## config.mk

```make
export PLATFORM = sky130hd
export DESIGN_NAME = pec_ctrl
export DESIGN_NICKNAME = d
export VERILOG_FILES = /design/src/hw/rtl/pec_pkg.sv /design/src/hw/rtl/pec_ctrl.sv
export SDC_FILE = /design/constraint.sdc
export NUM_CORES = 1
export LEC_CHECK = 0
export BUFFER_PORTS_ARGS = -buffer_cell sky130_fd_sc_hd__clkbuf_2
export CORE_MARGIN = 3
export CORE_UTILIZATION = 25
export DETAILED_ROUTE_END_ITERATION = 16
export PLACE_DENSITY = 0.48
export REMOVE_ABC_BUFFERS = 1
export SLEW_MARGIN = 20
export SYNTH_ARGS = -nofsm -noshare
export SYNTH_HDL_FRONTEND = slang
export SYNTH_SLANG_ARGS = --single-unit
```

## constraint.sdc

```tcl
create_clock -name i_clk -period 4.2 [get_ports i_clk]
set_input_delay 0.63 -clock i_clk [delete_from_list [all_inputs] [get_ports i_clk]]
set_output_delay 0.63 -clock i_clk [all_outputs]
set_load 0.01 [all_outputs]
```

## src/hw/rtl/pec_pkg.sv

```systemverilog
package pec_pkg;

    localparam int MAX_VERTICES = 16;
    localparam int RES_DEPTH    = 32;
    localparam int VIDX_W       = $clog2(MAX_VERTICES);
    localparam int VCNT_W       = $clog2(MAX_VERTICES + 1);
    localparam int RIDX_W       = $clog2(RES_DEPTH);
    localparam int RCNT_W       = $clog2(RES_DEPTH + 1);
    localparam int AMT_W        = 31;
    localparam int DIV_STEPS    = 30;
    localparam int DCNT_W       = $clog2(DIV_STEPS + 1);
    localparam logic [AMT_W-1:0] AMT_ONE = AMT_W'(1) << DIV_STEPS;

    // Configuration register indexes
    localparam logic REG_CLIP_LEVEL = 1'b0;
    localparam logic REG_KEEP_ABOVE = 1'b1;

    typedef struct packed {
        logic signed [31:0] x;
        logic signed [31:0] y;
        logic signed [31:0] e;
        logic [16:0]        p;
    } t_vert;

    typedef enum logic [3:0] {
        OP_NONE,
        OP_LOAD,
        OP_RD_PREV,
        OP_LATCH_PREV,
        OP_DIV_INIT,
        OP_DIV_STEP,
        OP_MUL_X,
        OP_MUL_Y,
        OP_MUL_P,
        OP_KEEP_CROSS,
        OP_STEP,
        OP_TRIM,
        OP_EMIT_RD,
        OP_EMIT_LD,
        OP_EMIT_NEXT
    } t_op;

    typedef struct packed {
        logic n_zero;
        logic cur_in;
        logic prev_in;
        logic div_busy;
        logic last_step;
        logic out_last;
    } t_stat;

endpackage

```

## src/hw/rtl/pec_ctrl.sv

```systemverilog
module pec_ctrl (
    input  logic           i_clk,
    input  logic           i_rst_n,
    input  logic           i_in_valid,
    input  logic           i_in_last,
    input  logic           i_out_ready,
    input  pec_pkg::t_stat i_stat,
    output pec_pkg::t_op   o_op,
    output logic           o_in_ready
);

    typedef enum logic [3:0] {
        S_IDLE, S_START, S_PREV, S_CUR, S_DIV, S_MY, S_MP, S_KC, S_ST,
        S_TRIM, S_ERD, S_ELD, S_EW
    } t_state;

    t_state r_state, n_state;

    // Decode command and next state
    always_comb begin
        n_state = r_state;
        o_op    = pec_pkg::OP_NONE;
        unique case (r_state)
            S_IDLE: begin
                if (i_in_valid) begin
                    o_op = pec_pkg::OP_LOAD;
                    if (i_in_last) n_state = S_START;
                end
            end
            S_START: begin
                o_op    = pec_pkg::OP_RD_PREV;
                n_state = i_stat.n_zero ? S_ELD : S_PREV;
            end
            S_PREV: begin
                o_op    = pec_pkg::OP_LATCH_PREV;
                n_state = S_CUR;
            end
            S_CUR: begin
                if (i_stat.cur_in != i_stat.prev_in) begin
                    o_op    = pec_pkg::OP_DIV_INIT;
                    n_state = S_DIV;
                end else begin
                    o_op    = pec_pkg::OP_STEP;
                    n_state = i_stat.last_step ? S_TRIM : S_CUR;
                end
            end
            S_DIV: begin
                if (i_stat.div_busy) begin
                    o_op = pec_pkg::OP_DIV_STEP;
                end else begin
                    o_op    = pec_pkg::OP_MUL_X;
                    n_state = S_MY;
                end
            end
            S_MY: begin
                o_op    = pec_pkg::OP_MUL_Y;
                n_state = S_MP;
            end
            S_MP: begin
                o_op    = pec_pkg::OP_MUL_P;
                n_state = S_KC;
            end
            S_KC: begin
                o_op    = pec_pkg::OP_KEEP_CROSS;
                n_state = S_ST;
            end
            S_ST: begin
                o_op    = pec_pkg::OP_STEP;
                n_state = i_stat.last_step ? S_TRIM : S_CUR;
            end
            S_TRIM: begin
                o_op    = pec_pkg::OP_TRIM;
                n_state = S_ERD;
            end
            S_ERD: begin
                o_op    = pec_pkg::OP_EMIT_RD;
                n_state = S_ELD;
            end
            S_ELD: begin
                o_op    = pec_pkg::OP_EMIT_LD;
                n_state = S_EW;
            end
            S_EW: begin
                if (i_out_ready) begin
                    o_op    = pec_pkg::OP_EMIT_NEXT;
                    n_state = i_stat.out_last ? S_IDLE : S_ERD;
                end
            end
            default: n_state = S_IDLE;
        endcase
    end

    assign o_in_ready = (r_state == S_IDLE);

    // Hold state
    always_ff @(posedge i_clk) begin
        if (!i_rst_n) begin
            r_state <= S_IDLE;
        end else begin
            r_state <= n_state;
        end
    end

endmodule

```

After elaboration in Yosys (flattened, before gate mapping)
Cells that the tools add are included.
{ "totals": {"register_bits": 4, "elab_cells": 34, "output_inout_bits": 5, "inputBits": 11} }
{ "op_classes": {"muxes": 14, "reduce_logical": 2, "eq_ne": 17} }
{ "ops": {"columns": ["cell", "count"], "rows": [
  ["one-hot mux 4 bit (13 select lines)", 2],
  ["two-way mux 4 bit", 10],
  ["equality test 4 bit (second input constant)", 5],
  ["equality test 4 x 3 -> 1 bit (second input constant)", 4],
  ["equality test 4 x 2 -> 1 bit (second input constant)", 2],
  ["inequality test 2 bit (second input constant)", 4],
  ["equality test 4 x 1 -> 1 bit (second input constant)", 1],
  ["logical NOT 4 bit", 1],
  ["AND reduction 4 bit", 1],
  ["two-way mux 2 bit", 1],
  ["two-way mux 1 bit", 1],
  ["inequality test 1 bit", 1]
]} }

Depth between registers and ports, before layout
Gate-level depths: netlist (run 1).
{ "logic_depth": {"depth_word": 3, "mapped_depth": 6, "ltp_nobuf": 5} }

Worst setup path before layout (run 1)
OpenSTA, ideal clock, no wires.
{ "synth_path": {"kind": "reg2out", "from": "reg r_state[2]", "to": "out o_op[0]", "t_arrival_ns": 1.256, "path_buffers": 2, "setup_slack_ns": 2.314, "stages_incl_launch_ff": 6, "path_cell_list": "dfxtp_1 -> buf_2 -> buf_1 -> nor2b_1 -> a21oi_1 -> o21ai_0"} }
{ "synth_between": {"elab_chain_len": 2, "elab_cells_between_ends": 14, "cone_classes": "eq/ne (12); mux (1); reduce/logical (1)"} }
{ "synth_rtl": {"columns": ["element", "line", "source"], "rows": [
  ["from (decl)", "pec_ctrl.sv:17", "t_state r_state, n_state;"],
  ["from (signal assigned)", "pec_ctrl.sv:100", "r_state <= n_state;"],
  ["equality test 4 bit (tied with other cells)", "pec_ctrl.sv:23", "unique case (r_state)"],
  ["one-hot mux 4 bit (13 select lines) *", "pec_ctrl.sv:23", null],
  ["to (decl)", "pec_ctrl.sv:8", "output pec_pkg::t_op o_op,"]
]} }
Every way passes the cells marked *; elsewhere a longest branch is shown, timed or not.

Worst setup path after layout (run 1)
{ "layout_path": {"from": "reg r_state[3]", "to": "out o_op[1]"} }
Same word-level chain as after synthesis.

==> results.md, run 1 <==
- Post-synth top area share: 16.7%
- Internal: 0.0942 mW
- Initial Util: 27.2%
- H-tree depth: 1
- DR vias/cell: 5.02
- Yosys warning count: 0
- Register bit total from synthesis: 4
- Global route total overflow: 0
- Total wire length: 1200 um
- Clock-pin slew on the worst setup and hold paths: 40 ps
- Switching part of the total: 33.9%
- First-pass GRT wire length: 2120 um
- Hold_buf cts: 0
- Max incr delay on CP: 580 ps
- DIE WIDTH: 49.8 um
- Final ANT Viol Nets: 0
- Total global-route track usage: 11.1%
- Final hold vios: 0
- Post-CTS setup buffer count: 0
- RSZ-0062 raised after global routing: false
- Cells after Synth: 74
- Pins Over Slew Limit: 0
- Largest reg by FF count: r_state
- Drt pass-1 iters: 4
- Placer Congestion: 0.792
- Cells along the critical path: inv_1 > nor2_1 > a21oi_1 > o221ai_1 > clkbuf_2
- CTS Root Cell: clkbuf_4
- Finished Layout Cells: 111
- Layout area overhead: 20.1%
- Mapped Avg Cell Area: 6.48 sq um
- Via count: 557
- Combinational group share of total power: 31.6%
- Residual DRC count: 0
- Worst-Margin Slew: 551 ps
- Layout cells sized above 1: 22.1%
- Worst path top cell family by delay: flip-flops
- Mapped Area: 479 sq um
- Fin Clk Skew: 0.186 ps
- Fmax: 431 MHz
- Element type at the critical path end: primary output
- Synth unique cells: 29
- Die area: 0.00248 sq mm
- Final worst-path cycle share: 55.3%
- Total power: 0.142 mW
- Tmin final: 2320 ps
- Clk network pwr share: 33.7%
- Seq pwr share: 34.7%
- Num rows: 15
- Vias in the first global route: 462
- Crit Path Max Fanout: 15
- Pin count of the biggest net entering global routing: 20
- Max reg flops: 4
- Startpoint Class: register
- Setup TNS: 0 ps
- Critical path arrival: 1690 ps
- Switching power total: 0.0482 mW
- Req. time, crit path: 3570 ps
- Post_cts resized: 0
- CP Class: reg -> out
- I/O pin total: 16
- Cell taking the most area after synthesis: dfxtp_1
- Initial antenna violation count: 0
- Sink Count: 4
- Buffers added on ports: 15
- Clock Latency Late Sink: 240 ps
- Maximum root-to-sink buffer count: 2
- Status: complete, no violations
- Ant diodes: 0
- Nets: 99
- Leak: 0.258 nW
- CTS tree: done
- Routed len/inst: 10.8 um
- Maximum capacitance violations: 0
- Seq/Total Area, Yosys: 16.7%
- Number of CTS-inserted buffers: 3
- Detailed router's first-iteration violation count: 17
- Chip Height: 49.8 um
- Finish-stage setup viols: 0
- Slew HR: 63.2%
- PwrDens: 247 mW/mm^2
- Cells after DPL: 108
- Biggest regs: r_state x4
- Worst vdd ir: 0.0697 mV
- Core Area: 0.00176 sq mm
- Tightest Hold Check Type: in -> reg
- Synth area leaders: dfxtp_1 (17%), a21oi_1 (8.4%), o21ai_0 (8.4%)
- Slowest-stage cell, CP: dfxtp_1
- Buffer and inverter count on the worst path: 2
==> area by class of cell <==
| type | instances | area [sq um] |
|---|---|---|
| repair buffers | 15 | 75.1 |
| multi-input cells | 62 | 359 |
| inverters | 2 | 7.51 |
| flip-flops and latches | 4 | 80.1 |
| well taps | 25 | 31.3 |
| fillers | 215 | 1190 |
| clock buffers | 3 | 22.5 |
==> Yosys cell counts, drive strengths merged <==
library cell and n:
o221ai 1, nand3 1, nand2 7, a31o 1, a211oi 2, xnor2 1, or3b 2, a22o 2
and3 1, clkbuf 2, o21ai 8, a21oi 8, a21o 3, nor3 4, or3 1, nor2 8
inv 2, nand3b 1, o21a 2, nand4 1, nor4 1, nor2b 4, dfxtp 4, xor2 1
o31a 1, o32ai 1, buf 4
==> cell families after synthesis <==
kind of cell | synth area share (%)
xor+xnor | 3.66
simple gates | 32.6
flops | 16.7
compound gates | 38.6
buf+inv | 8.36
==> power groups by stage <==
stage | Sequential (mW) | Combinational (mW) | Clock, mW
final | 0.0494 | 0.0450 | 0.0480
after global routing | 0.0506 | 0.0512 | 0.0590
after CTS | 0.0496 | 0.0456 | 0.0505
after detailed placement | 0.0504 | 0.0454 | 0
after global placement | 0.0507 | 0.0454 | 0
after floorplan | 0.0476 | 0.0293 | 0
==> per-layer routing <==
layer,global-route usage [%],part of all wire (%)
met5,0,0
met4,6.91,1.4
met3,3.32,3.0
met2,16.5,49
met1,13.7,46
==> path summary, 6_finish.rpt <==
path	start	endpoint	slack [ps]	cells after the start
worst max-delay path	r_state[3]	o_op[1]	1880	5
worst min-delay path	i_rst_n	r_state[2]	650	2
worst max register to register	r_state[1]	r_state[3]	2500	5
worst min register to register	r_state[0]	r_state[0]	760	2
==> stage by stage <==
step           util, %  instance area [sq um]  worst slack, ps  hold WS, ps
2_1_floorplan        -                    447             2350          676
3_3_place_gp      31.3                    553             2080          766
3_5_place_dp      31.3                    553             2070          756
4_1_cts           32.6                    576             1890          643
5_1_grt           32.6                    576             1690          646
6_report          32.6                    576             1880          650
==> cells in the final DEF (no fill, tap or decap) <==
master	netlist	layout
nor4_1	1	1
nand4_1	1	1
a21o_1	3	3
xor2_1	1	1
o21a_1	2	2
and3_1	1	1
a22o_1	2	2
or3_1	1	1
or3b_1	2	2
clkbuf_2	0	15
nor2_1	8	8
xnor2_1	1	1
a21oi_1	8	8
nor2b_1	4	4
nand3_1	1	1
dfxtp_1	4	4
o221ai_1	1	1
nor3_1	4	4
nand2_1	7	7
o32ai_1	1	1
o31a_1	1	1
inv_1	2	2
a31o_2	1	1
o21ai_0	8	8
clkbuf_4	0	3
a211oi_1	2	2
nand3b_1	1	1
Note: power is estimated with default switching activity, not from simulation.
==> run 2, diff against run 1 <==
--- a/config.mk
+++ b/config.mk
@@ -5,11 +5,12 @@
 export SDC_FILE = /design/constraint.sdc
 export NUM_CORES = 1
 export LEC_CHECK = 0
+export ABC_AREA = 1
 export BUFFER_PORTS_ARGS = -buffer_cell sky130_fd_sc_hd__clkbuf_2
 export CORE_MARGIN = 3
 export CORE_UTILIZATION = 25
 export DETAILED_ROUTE_END_ITERATION = 16
-export PLACE_DENSITY = 0.48
+export PLACE_DENSITY = 0.51
 export REMOVE_ABC_BUFFERS = 1
 export SLEW_MARGIN = 20
 export SYNTH_ARGS = -nofsm -noshare
==> constraint.sdc (replaced) <==
create_clock -name i_clk -period 1.9 [get_ports i_clk]
set_input_delay 0.285 -clock i_clk [delete_from_list [all_inputs] [get_ports i_clk]]
set_output_delay 0.285 -clock i_clk [all_outputs]
set_load 0.01 [all_outputs]
==> run 2 against run 1 <==
Net effect: sequential power up 100%; clock-buffer cell count is the same; global-route usage up 1.6 points; register-to-register slack got worse by 1900 ps; sequential share of layout area up 0.56 points.
==> results.md, run 2 <==
- Status: complete, no violations
- Clock-pin slew on the worst setup and hold paths: 40 ps (about the same)
- Final HPWL DP: 1040 um
- Max reg flops: 4 (unchanged)
- Via count: 605 (+8.6%)
- Core Util, Final: 36.3% (+3.7 points)
- DR vias/cell: 4.62 (-8.0%)
- Yosys warning count: 0 (unchanged)
- Core Area: 0.00159 sq mm (-9.6%)
- Post-synth top area share: 29.5% (+13 points)
- Routed len/inst: 9.48 um (-13%)
- Clock Latency Late Sink: 240 ps (about the same)
- Worst-Margin Slew: 320 ps (-232 ps)
- Pin count of the biggest net entering global routing: 7 (-65%)
- Cells after Synth: 89 (+20%)
- Setup TNS: 0 ps (unchanged)
- Initial Util: 27.9% (+0.78 points)
- First-pass GRT wire length: 2060 um (-2.6%)
- I/O pin total: 16 (unchanged)
- Final hold slack: 317 ps (-333 ps)
- PwrDens: 557 mW/mm^2 (+130%)
- Design area: 579 sq um (+0.65%)
- Die area: 0.00232 sq mm (-6.2%)
- Residual DRC count: 0 (unchanged)
- Tmin final: 1780 ps
- Chip Height: 48.2 um (-3.2%)
- Routing usage on met3: 5.17% (+1.8 points)
- Crit Path Max Fanout: 4 (-11)
- Finish-stage setup viols: 0 (unchanged)
- Leak: 0.367 nW (+42%)
- Buffers added on ports: 15 (unchanged)
- Maximum root-to-sink buffer count: 2 (unchanged)
- Final hold vios: 0 (unchanged)
- Nets: 120 (+21%)
- Met1 GRT Util: 15.8% (+2.1 points)
- DIE WIDTH: 48.2 um (-3.2%)
- Ys flop type: dfxtp_1
- GRT met2 Usage: 20.1% (+3.5 points)
- Num rows: 14 (-1)
- Drt pass-1 iters: 4 (unchanged)
- Number of CTS-inserted buffers: 3 (unchanged)
- Commonest non-fill, non-tap cells in the layout: nand2_1 (34), inv_1 (15), clkbuf_2 (15)
- Worst vdd ir: 0.599 mV (+760%)
- Mapped Area: 445 sq um (-7.0%)
- Final ANT Viol Nets: 0 (unchanged)
- Largest reg by FF count: r_state
- CTS Root Cell: clkbuf_4
- Layout area overhead: 30.1%
- Fin Clk Skew: 6.99 ps (+6.81 ps)
- DP Worst Slack: 318 ps (-1750 ps)
- Synth area leaders: nand2_1 (29%), dfxtp_1 (18%), inv_1 (13%)
- Vias in the first global route: 502 (+8.7%)
- Cell taking the most area after synthesis: nand2_1
- Initial antenna violation count: 0 (unchanged)
- Tightest Hold Check Type: in -> reg
- H-tree depth: 1 (unchanged)
- Register bit total from synthesis: 4 (unchanged)
- Synth unique cells: 16 (-45%)
- Global route total overflow: 0 (unchanged)
- Hold_buf cts: 0 (unchanged)
- Post-synth ARST share: 0% (unchanged)
- Commonest non-fill, non-tap cell in the layout: nand2_1
- Commonest cells post-synth: nand2_1 (35), inv_1 (15), nor2_1 (10), nand3_1 (7), a21oi_1 (6)
- FF-to-FF setup slack: 650 ps (-1850 ps)
- Fmax: 562 MHz
- Placer Congestion: 0.901 (+14%)
- Startpoint Class: register
- Maximum capacitance violations: 0 (unchanged)
- Final WS setup: 122 ps (-1760 ps)
- Count leader, synth: nand2_1
- Post-synth EDFFs: 0 (unchanged)
- Mapped Avg Cell Area: 5.00 sq um (-23%)
- Cell Area, Placed: 551 sq um (-0.45%)
- Slew HR: 78.6% (+15 points)
- Detailed router's first-iteration violation count: 21 (+4)
- RSZ-0062 raised after global routing: false
- Total wire length: 1240 um (+3.2%)
- Final worst-path cycle share: 93.6%
- Element type at the critical path end: primary output
- Ant diodes: 0 (unchanged)
- Seq/Total Area, Yosys: 18.0% (+1.3 points)
- Layout cells sized above 1: 23.4% (+1.3 points)
- Pins Over Slew Limit: 0 (unchanged)
- Req. time, crit path: 1620 ps (-1950 ps)
- Critical path arrival: 1490 ps (-200 ps)
- CTS tree: done
- CP Class: reg -> out
- Biggest regs: r_state x4
- Total global-route track usage: 12.6% (+1.6 points)
- Busiest layer in global routing: met2
- Sink Count: 4 (unchanged)
==> run 2: layout make-up <==
cell class              instances  area (sq um)
repair buffers                 15          75.1
inverters                      16          60.1
fillers                       181          1010
multi-input cells              69           308
well taps                      24          30.0
clock buffers                   3          22.5
flip-flops and latches          4          83.8
==> run 2: kinds of logic (layout without fill, tap and decap cells) <==
family	after synthesis	count (layout)	synth area share, %
AO/OA/AOI/OAI	10	10	12.4
buffers and inverters	16	34	13.5
flip-flops	4	4	18.0
AND/OR/NAND/NOR	59	59	56.2
==> run 2: through the flow <==
stage                     instances  total power, mW
final                           131            0.323
after global routing            131            0.355
after CTS                       131            0.327
after detailed placement        128            0.218
after global placement          128            0.219
after floorplan                  89            0.176
==> run 2: worst max-delay path: stages, from the launching register on <==
cell,delay [ps]
dfxtp_1,350
inv_1,100
nand2_2,80
nor2_1,40
nand2_1,100
nand3_1,90
or3b_1,360
clkbuf_2,140
==> run 2: final timing paths <==
path | depth (start not counted) | end | start
worst max-delay path | 7 | o_op[3] | r_state[3]
worst min-delay path | 3 | r_state[0] | i_rst_n
worst max register to register | 8 | r_state[3] | r_state[3]
worst min register to register | 5 | r_state[3] | r_state[0]
==> run 2: metal layers <==
layer | share of wire [%] | vias to the layer above
met3 | 11 | 0
met1 | 41 | 252
met4 | 0 | 0
li1 | - | 316
met5 | 0 | -
met2 | 48 | 37
==> run 2: repair_timing <==
item | 4_1_cts | 5_1_grt
buffers inserted | 0 | 0
endpoints found under the hold margin | 0 | 0
endpoints found under the setup margin | 0 | 1
resized for setup | 0 | 4
==> run 2: report_power, final <==
| group | leakage, nW | switching, mW | internal (mW) |
|---|---|---|---|
| registers | 0.0338 | 0.00762 | 0.0912 |
| clock network | 0.0138 | 0.0340 | 0.0706 |
| logic | 0.319 | 0.0724 | 0.0469 |
| total | 0.367 | 0.114 | 0.209 |
